### src/abpp_pkg.sv
// package for the alpha blend pixel packer
// payload structs, config struct, register codes and channel arithmetic
// no dependencies
`timescale 1ns / 1ps
package abpp_pkg;

    typedef struct packed {
        logic [7:0]  src_red;
        logic [7:0]  src_green;
        logic [7:0]  src_blue;
        logic [7:0]  src_alpha;
        logic [31:0] background_word;
        logic [15:0] screen_column;
        logic [15:0] screen_row;
        logic        last_in;
    } t_pixel_in;

    typedef struct packed {
        logic        write_enable;
        logic [31:0] pixel_value;
        logic        last_out;
    } t_pixel_out;

    typedef struct packed {
        logic [4:0]  red_size;
        logic [4:0]  red_position;
        logic [4:0]  green_size;
        logic [4:0]  green_position;
        logic [4:0]  blue_size;
        logic [4:0]  blue_position;
        logic [15:0] screen_width;
        logic [15:0] screen_height;
    } t_cfg;

    typedef enum logic [2:0] {
        REG_RED_SIZE,
        REG_RED_POSITION,
        REG_GREEN_SIZE,
        REG_GREEN_POSITION,
        REG_BLUE_SIZE,
        REG_BLUE_POSITION,
        REG_SCREEN_WIDTH,
        REG_SCREEN_HEIGHT
    } t_reg_e;

    localparam logic [7:0] ALPHA_MIN    = 8'd16;
    localparam logic [7:0] ALPHA_OPAQUE = 8'd254;
    localparam logic [7:0] ALPHA_FULL   = 8'd255;
    localparam logic [4:0] BYTE_BITS    = 5'd8;

    // exact x/255 for x below 65280
    function automatic logic [7:0] div255(input logic [16:0] x);
        logic [17:0] t;
        t = {1'b0, x} + 18'(x >> 8) + 18'd1;
        return t[15:8];
    endfunction

    // small sizes multiply (reciprocal at 3, 5-7 bits); exact over field range
    function automatic logic [7:0] expand_field(input logic [31:0] word,
                                                input logic [4:0]  n,
                                                input logic [4:0]  pos);
        logic [31:0] mask;
        logic [31:0] e;
        logic [15:0] e16;
        logic [7:0]  r;
        mask = (32'd1 << n) - 32'd1;
        e    = (word >> pos) & mask;
        e16  = {9'd0, e[6:0]};
        if (n >= BYTE_BITS) begin
            r = 8'(e >> (n - BYTE_BITS));
        end else begin
            case (n)
                5'd1:    r = 8'(e16 * 16'd255);
                5'd2:    r = 8'(e16 * 16'd85);
                5'd3:    r = 8'((32'(e16 * 16'd255 + 16'd3) * 32'd2341) >> 14);
                5'd4:    r = 8'(e16 * 16'd17);
                5'd5:    r = 8'((32'(e16 * 16'd255 + 16'd15) * 32'd8457) >> 18);
                5'd6:    r = 8'((32'(e16 * 16'd255 + 16'd31) * 32'd16645) >> 20);
                5'd7:    r = 8'((32'(e16 * 16'd255 + 16'd63) * 32'd33027) >> 22);
                default: r = 8'd0;
            endcase
        end
        return r;
    endfunction

    function automatic logic [31:0] place_field(input logic [7:0] v,
                                                input logic [4:0] n,
                                                input logic [4:0] pos);
        logic [7:0]  m;
        logic [15:0] p;
        logic [31:0] f;
        m = (8'd1 << n[2:0]) - 8'd1;
        p = 16'(v) * 16'(m) + 16'd127;
        if (n >= BYTE_BITS) begin
            f = {24'd0, v} << (n - BYTE_BITS);
        end else if (n == 5'd0) begin
            f = 32'd0;
        end else begin
            f = {24'd0, div255({1'b0, p})};
        end
        return f << pos;
    endfunction

endpackage

### src/alpha_blend_pixel_packer.sv
// top level of the alpha blend pixel packer: four stage blend pipeline
// depends on abpp_pkg and abpp_cfg
`timescale 1ns / 1ps
// One pixel enters per clock unless the output stalls; it passes the four
// pipeline stages (unpack and clip, multiply, divide by 255, pack).
// The whole pipeline advances together whenever the output register is
// empty or its result is being taken, so an output stall holds every stage.
// The user must write configuration through the apb port only while no
// pixel is in flight; the block itself does not enforce this.
module alpha_blend_pixel_packer import abpp_pkg::*; (
    input  logic        i_clk,
    input  logic        i_rst_n,
    input  logic        i_valid,
    output logic        o_stall,
    input  t_pixel_in   i_pixel,
    output logic        o_valid,
    input  logic        i_stall,
    output t_pixel_out  o_result,
    input  logic        psel,
    input  logic        penable,
    input  logic        pwrite,
    input  logic [4:0]  paddr,
    input  logic [31:0] pwdata,
    output logic [31:0] prdata,
    output logic        pready
);

    t_cfg w_cfg;
    logic w_adv;

    abpp_cfg u_cfg (
        .i_clk   (i_clk),
        .i_rst_n (i_rst_n),
        .psel    (psel),
        .penable (penable),
        .pwrite  (pwrite),
        .paddr   (paddr),
        .pwdata  (pwdata),
        .prdata  (prdata),
        .pready  (pready),
        .o_cfg   (w_cfg)
    );

    logic        r_v1, r_v2, r_v3, r_v4;
    logic [7:0]  r1_src [3];
    logic [7:0]  r1_bg  [3];
    logic [7:0]  r1_a;
    logic        r1_we, r1_last;
    logic [16:0] r2_prod [3];
    logic [7:0]  r2_src  [3];
    logic        r2_opaque, r2_we, r2_last;
    logic [7:0]  r3_ch [3];
    logic        r3_we, r3_last;
    t_pixel_out  r4_out;

    assign w_adv    = !r_v4 || !i_stall;
    assign o_stall  = !w_adv;
    assign o_valid  = r_v4;
    assign o_result = r4_out;

    always_ff @(posedge i_clk) begin
        if (!i_rst_n) begin
            r_v1 <= 1'b0;
            r_v2 <= 1'b0;
            r_v3 <= 1'b0;
            r_v4 <= 1'b0;
        end else if (w_adv) begin
            r_v1 <= i_valid;
            r_v2 <= r_v1;
            r_v3 <= r_v2;
            r_v4 <= r_v3;
        end
    end

    // unpack and clip
    always_ff @(posedge i_clk) begin
        if (w_adv) begin
            r1_src[0] <= i_pixel.src_red;
            r1_src[1] <= i_pixel.src_green;
            r1_src[2] <= i_pixel.src_blue;
            r1_a      <= i_pixel.src_alpha;
            r1_bg[0]  <= expand_field(i_pixel.background_word, w_cfg.red_size,
                                      w_cfg.red_position);
            r1_bg[1]  <= expand_field(i_pixel.background_word, w_cfg.green_size,
                                      w_cfg.green_position);
            r1_bg[2]  <= expand_field(i_pixel.background_word, w_cfg.blue_size,
                                      w_cfg.blue_position);
            r1_we     <= (i_pixel.screen_column < w_cfg.screen_width)
                      && (i_pixel.screen_row < w_cfg.screen_height)
                      && (i_pixel.src_alpha >= ALPHA_MIN);
            r1_last   <= i_pixel.last_in;
        end
    end

    // weighted sum
    always_ff @(posedge i_clk) begin
        if (w_adv) begin
            for (int i = 0; i < 3; i++) begin
                r2_prod[i] <= 17'(16'(r1_src[i]) * 16'(r1_a))
                            + 17'(16'(r1_bg[i]) * 16'(ALPHA_FULL - r1_a));
                r2_src[i]  <= r1_src[i];
            end
            r2_opaque <= r1_a >= ALPHA_OPAQUE;
            r2_we     <= r1_we;
            r2_last   <= r1_last;
        end
    end

    // divide and select
    always_ff @(posedge i_clk) begin
        if (w_adv) begin
            for (int i = 0; i < 3; i++) begin
                r3_ch[i] <= r2_opaque ? r2_src[i] : div255(r2_prod[i]);
            end
            r3_we   <= r2_we;
            r3_last <= r2_last;
        end
    end

    // pack
    always_ff @(posedge i_clk) begin
        if (w_adv) begin
            r4_out.write_enable <= r3_we;
            r4_out.pixel_value  <= r3_we ?
                (place_field(r3_ch[0], w_cfg.red_size, w_cfg.red_position)
               | place_field(r3_ch[1], w_cfg.green_size, w_cfg.green_position)
               | place_field(r3_ch[2], w_cfg.blue_size, w_cfg.blue_position))
                : 32'd0;
            r4_out.last_out     <= r3_last;
        end
    end

    a_skip_zero : assert property (@(posedge i_clk) disable iff (!i_rst_n)
        (o_valid && !o_result.write_enable) |-> (o_result.pixel_value == 32'd0))
        else $error("skipped pixel carries a nonzero word");

    a_hold : assert property (@(posedge i_clk) disable iff (!i_rst_n)
        (o_valid && i_stall) |-> o_stall)
        else $error("input taken while output is held");

    a_flow : assert property (@(posedge i_clk) disable iff (!i_rst_n)
        (r_v3 && w_adv) |=> o_valid)
        else $error("pixel lost leaving the divide stage");

endmodule

### src/abpp_cfg.sv
// apb configuration registers of the alpha blend pixel packer
// depends on abpp_pkg
`timescale 1ns / 1ps
module abpp_cfg import abpp_pkg::*; (
    input  logic        i_clk,
    input  logic        i_rst_n,
    input  logic        psel,
    input  logic        penable,
    input  logic        pwrite,
    input  logic [4:0]  paddr,
    input  logic [31:0] pwdata,
    output logic [31:0] prdata,
    output logic        pready,
    output t_cfg        o_cfg
);

    t_cfg   r_cfg;
    t_cfg   n_cfg;
    t_reg_e w_idx;
    logic   w_wr;

    assign pready = 1'b1;
    assign w_idx  = t_reg_e'(paddr[4:2]);
    assign w_wr   = psel && penable && pwrite;
    assign o_cfg  = r_cfg;

    always_comb begin
        n_cfg = r_cfg;
        if (w_wr) begin
            case (w_idx)
                REG_RED_SIZE:       n_cfg.red_size       = pwdata[4:0];
                REG_RED_POSITION:   n_cfg.red_position   = pwdata[4:0];
                REG_GREEN_SIZE:     n_cfg.green_size     = pwdata[4:0];
                REG_GREEN_POSITION: n_cfg.green_position = pwdata[4:0];
                REG_BLUE_SIZE:      n_cfg.blue_size      = pwdata[4:0];
                REG_BLUE_POSITION:  n_cfg.blue_position  = pwdata[4:0];
                REG_SCREEN_WIDTH:   n_cfg.screen_width   = pwdata[15:0];
                REG_SCREEN_HEIGHT:  n_cfg.screen_height  = pwdata[15:0];
                default:            n_cfg = r_cfg;
            endcase
        end
    end

    always_comb begin
        case (w_idx)
            REG_RED_SIZE:       prdata = {27'd0, r_cfg.red_size};
            REG_RED_POSITION:   prdata = {27'd0, r_cfg.red_position};
            REG_GREEN_SIZE:     prdata = {27'd0, r_cfg.green_size};
            REG_GREEN_POSITION: prdata = {27'd0, r_cfg.green_position};
            REG_BLUE_SIZE:      prdata = {27'd0, r_cfg.blue_size};
            REG_BLUE_POSITION:  prdata = {27'd0, r_cfg.blue_position};
            REG_SCREEN_WIDTH:   prdata = {16'd0, r_cfg.screen_width};
            REG_SCREEN_HEIGHT:  prdata = {16'd0, r_cfg.screen_height};
            default:            prdata = 32'd0;
        endcase
    end

    always_ff @(posedge i_clk) begin
        if (!i_rst_n) begin
            r_cfg.red_size       <= 5'd8;
            r_cfg.red_position   <= 5'd16;
            r_cfg.green_size     <= 5'd8;
            r_cfg.green_position <= 5'd8;
            r_cfg.blue_size      <= 5'd8;
            r_cfg.blue_position  <= 5'd0;
            r_cfg.screen_width   <= 16'd1024;
            r_cfg.screen_height  <= 16'd768;
        end else begin
            r_cfg <= n_cfg;
        end
    end

endmodule

### config.mk
export PLATFORM = sky130hd
export DESIGN_NAME = alpha_blend_pixel_packer
export DESIGN_NICKNAME = d
export VERILOG_FILES = /design/src/abpp_pkg.sv /design/src/alpha_blend_pixel_packer.sv /design/src/abpp_cfg.sv
export SDC_FILE = /design/constraint.sdc
export NUM_CORES = 2
export LEC_CHECK = 0
export BUFFER_PORTS_ARGS = -buffer_cell sky130_fd_sc_hd__buf_4
export CAP_MARGIN = 20
export CORE_AREA = 2 2 453 455
export DETAILED_ROUTE_END_ITERATION = 6
export DIE_AREA = 0 0 455 457
export PLACE_DENSITY = 0.63
export SKIP_CTS_REPAIR_TIMING = 1
export SYNTH_ARGS = -nofsm -noshare
export SYNTH_HDL_FRONTEND = slang
export SYNTH_SLANG_ARGS = --single-unit
### constraint.sdc
create_clock -name i_clk -period 13 [get_ports i_clk]
set_input_delay 0.65 -clock i_clk [delete_from_list [all_inputs] [get_ports i_clk]]
set_output_delay 0.65 -clock i_clk [all_outputs]
set_load 0.01 [all_outputs]
==> qor.yml <==
outcome: "complete, but fails checks"
start_util_pct: 39.7
finalClockSkew_ns: 0.0616
via_per_inst: 5.86
dieWidth_um: 455
slew_viol_final: 0
max_stage_delay_ns: 0.60
rsz0062_at_grt: "no"
fin_crit_sh_pct: 94.6
startpoint_type: "flop"
cp_slowest_cell: "fa_1"
slew_headroom_pct: 24.9
synth-seq-area-share_pct: 8.92
tritoncts: "done"
vias: 70900
dp_hpwl_mm: 219
portBuffers: 174
first_pass_iters: 7
finalHoldViolations: 0
finalWeightedCongestion: 1.04
rows: 166
grt_pass1_vias: 71000
fin_ws_ns: 0.706
hold_start: "i_pixel[65]"
grt_pass1_wl_mm: 424
synth_edf_count: 196
fin_tns_setup_ns: 0
routed_wl_mm: 276
cp_common_cell: "fa_1"
final_common_cell: "ha_1"
cts.reportedPaths.clkPinSlew_ns: 0.08
worstSetupEndpointType: "flop"
drc: 4
worst_pin_slew_ns: 1.11
fin_hold_ws_ns: 0.188
period_needed_ns: 12.29
place_ws_ns: 0.207
clk_path_buf_depth: 3
yosys_warnings: 0
avgRoutedWirePerCell_um: 22.8
cts_root_buf: "clkbuf_16"
violations: "design-rule violations"
synth_cell_types: 122
cts_sinks: 262
ys_ff_latch: 262
setup_viol: 0
fill_cells: 20100
arrival_ns: 12.61
drive_above_1_share_pct: 8.92
yosys-top-cells-area: "ha_1 (23%), fa_1 (16%), edfxtp_1 (7.3%)"
io_pins: 210
fp.dieArea_um2: 208000
hp-class: "in -> reg"
cap_violations: 0
r2r-start: "u_cfg.o_cfg[49]"
synth_top_area_cell: "ha_1"
crit_type: "reg -> reg"
ys.flop_type: "edfxtp_1"
htree_levels: 2
grt_max_degree: 146
fp.dieH_um: 457
path_max_fanout: 14
syn-cell-area_um2: 80800
cp.required_ns: 13.31
fmax_mhz: 81.3
synth_top_area_share_pct: 22.7
antenna_found_initial: 15
cts_buffers: 39
avgSynthCellArea_um2: 8.59
netlist_instances: 9399
drt_iter0_markers: 6558
nets: 11600
synth-async-reset-ratio_pct: 0
final_cell_mix: "ha_1 (1468), inv_1 (1258), nand2_1 (845), fa_1 (645), nor2_1 (543)"
area_delta_synth_final_pct: 7.34
core_area_um2: 203000
grt_usage_pct: 26.1
critPathLaunch: "u_cfg.o_cfg[49]"
gr-total-overflow: 0
clk_latency_ns: 0.65
ant_nets: 0
-- synthesized netlist by cell type, drive strengths merged, types with 23 or more instances --
library cell and instances:
mux2i 271, o211ai 73, a2111oi 28, fa 645, a221oi 25, nor3b 23
edfxtp 196, o21ai 342, buf 142, a211o 39, o21bai 32, and3 57
a211oi 85, a21boi 44, mux4 150, o22ai 71, inv 1263, nor2 548
or3 46, a22oi 38, nand2b 156, nor4 38, a31oi 55, clkbuf 344
nand4 53, or2 59, ha 1468, nor2b 207, o31ai 41, mux2 78
o21a 74, nand2 848, a21oi 388, nand3 150, o221ai 30, and2 157
a21o 139, nor3 166, dfxtp 66, xnor2 249, xor2 134
-- final timing paths --
check | end | slack (ns) | cells after the start
worst max register to register | r1_bg[0][13] | 0.71 | 39
worst min register to register | r2_last | 0.42 | 0
worst min-delay path | r1_a[0] | 0.19 | 1
worst max-delay path | r1_bg[0][13] | 0.71 | 39
-- routing by layer --
metal | routed length, um | vias to the layer above | global-route usage [%]
li1 | - | 32700 | -
met1 | 117000 | 34800 | 35.1
met2 | 125000 | 2875 | 41.8
met3 | 20700 | 589 | 3.91
met4 | 12500 | 2 | 10.2
met5 | 11 | - | 0
-- registers in the layout, indices dropped and copies added (netlist names), 8 cells and up --
| signal | count |
|---|---|
| r1_bg | 24 |
| o_result | 34 |
| r3_ch | 24 |
| r2_src | 24 |
| r1_a | 8 |
| r2_prod | 51 |
| u_cfg.o_cfg | 62 |
| r1_src | 24 |
-- through the flow --
| stage | cell area (um2) | utilization, % | std cells |
|---|---|---|---|
| after floorplan | 80900 | - | 9441 |
| after global placement | 85200 | 41.9 | 12000 |
| after detailed placement | 85200 | 41.9 | 12000 |
| after CTS | 86500 | 42.5 | 12100 |
| after global routing | 86700 | 42.6 | 12100 |
| final | 86700 | 42.6 | 12100 |
-- critical path, delay by kind of cell, from the launching register on --
kind                       cells  cell delay (ns)
adders and majority gates     10             4.38
and+or+nand+nor               10             3.07
AOI/OAI and AO/OA              9             2.39
xor gates and xnor gates       3             0.82
buffers and inverters          6             0.63
DFF                            1             0.41
muxes                          1             0.24
-- layout make-up --
| cell class | count | area, um2 | area share (%) |
|---|---|---|---|
| Tap cell | 2688 | 3360 | 3.88 |
| Timing Repair Buffer | 378 | 2930 | 3.38 |
| Clock buffer | 58 | 1120 | 1.29 |
| Clock inverter | 14 | 214 | 0.247 |
| Antenna cell | 8 | 20.0 | 0.0231 |
| Sequential cell | 262 | 7250 | 8.37 |
| Inverter | 1274 | 4780 | 5.52 |
| Multi-Input combinational cell | 7419 | 67000 | 77.3 |
-- cells by family after synthesis --
kind of cell               count (synthesis)  synth area share, %
and+or+nand+nor                         2589                 15.5
other                                      2              0.00930
DFF                                      262                 8.92
xor gates and xnor gates                 390                 4.47
buffers and inverters                   1760                 8.43
adders and majority gates               2113                 38.7
AOI/OAI and AO/OA                       1784                 15.2
muxes                                    499                 8.65
Power is left out: the tool's default activity adds up to more than one toggle a clock period on the data nets, which glitch-free logic cannot reach.
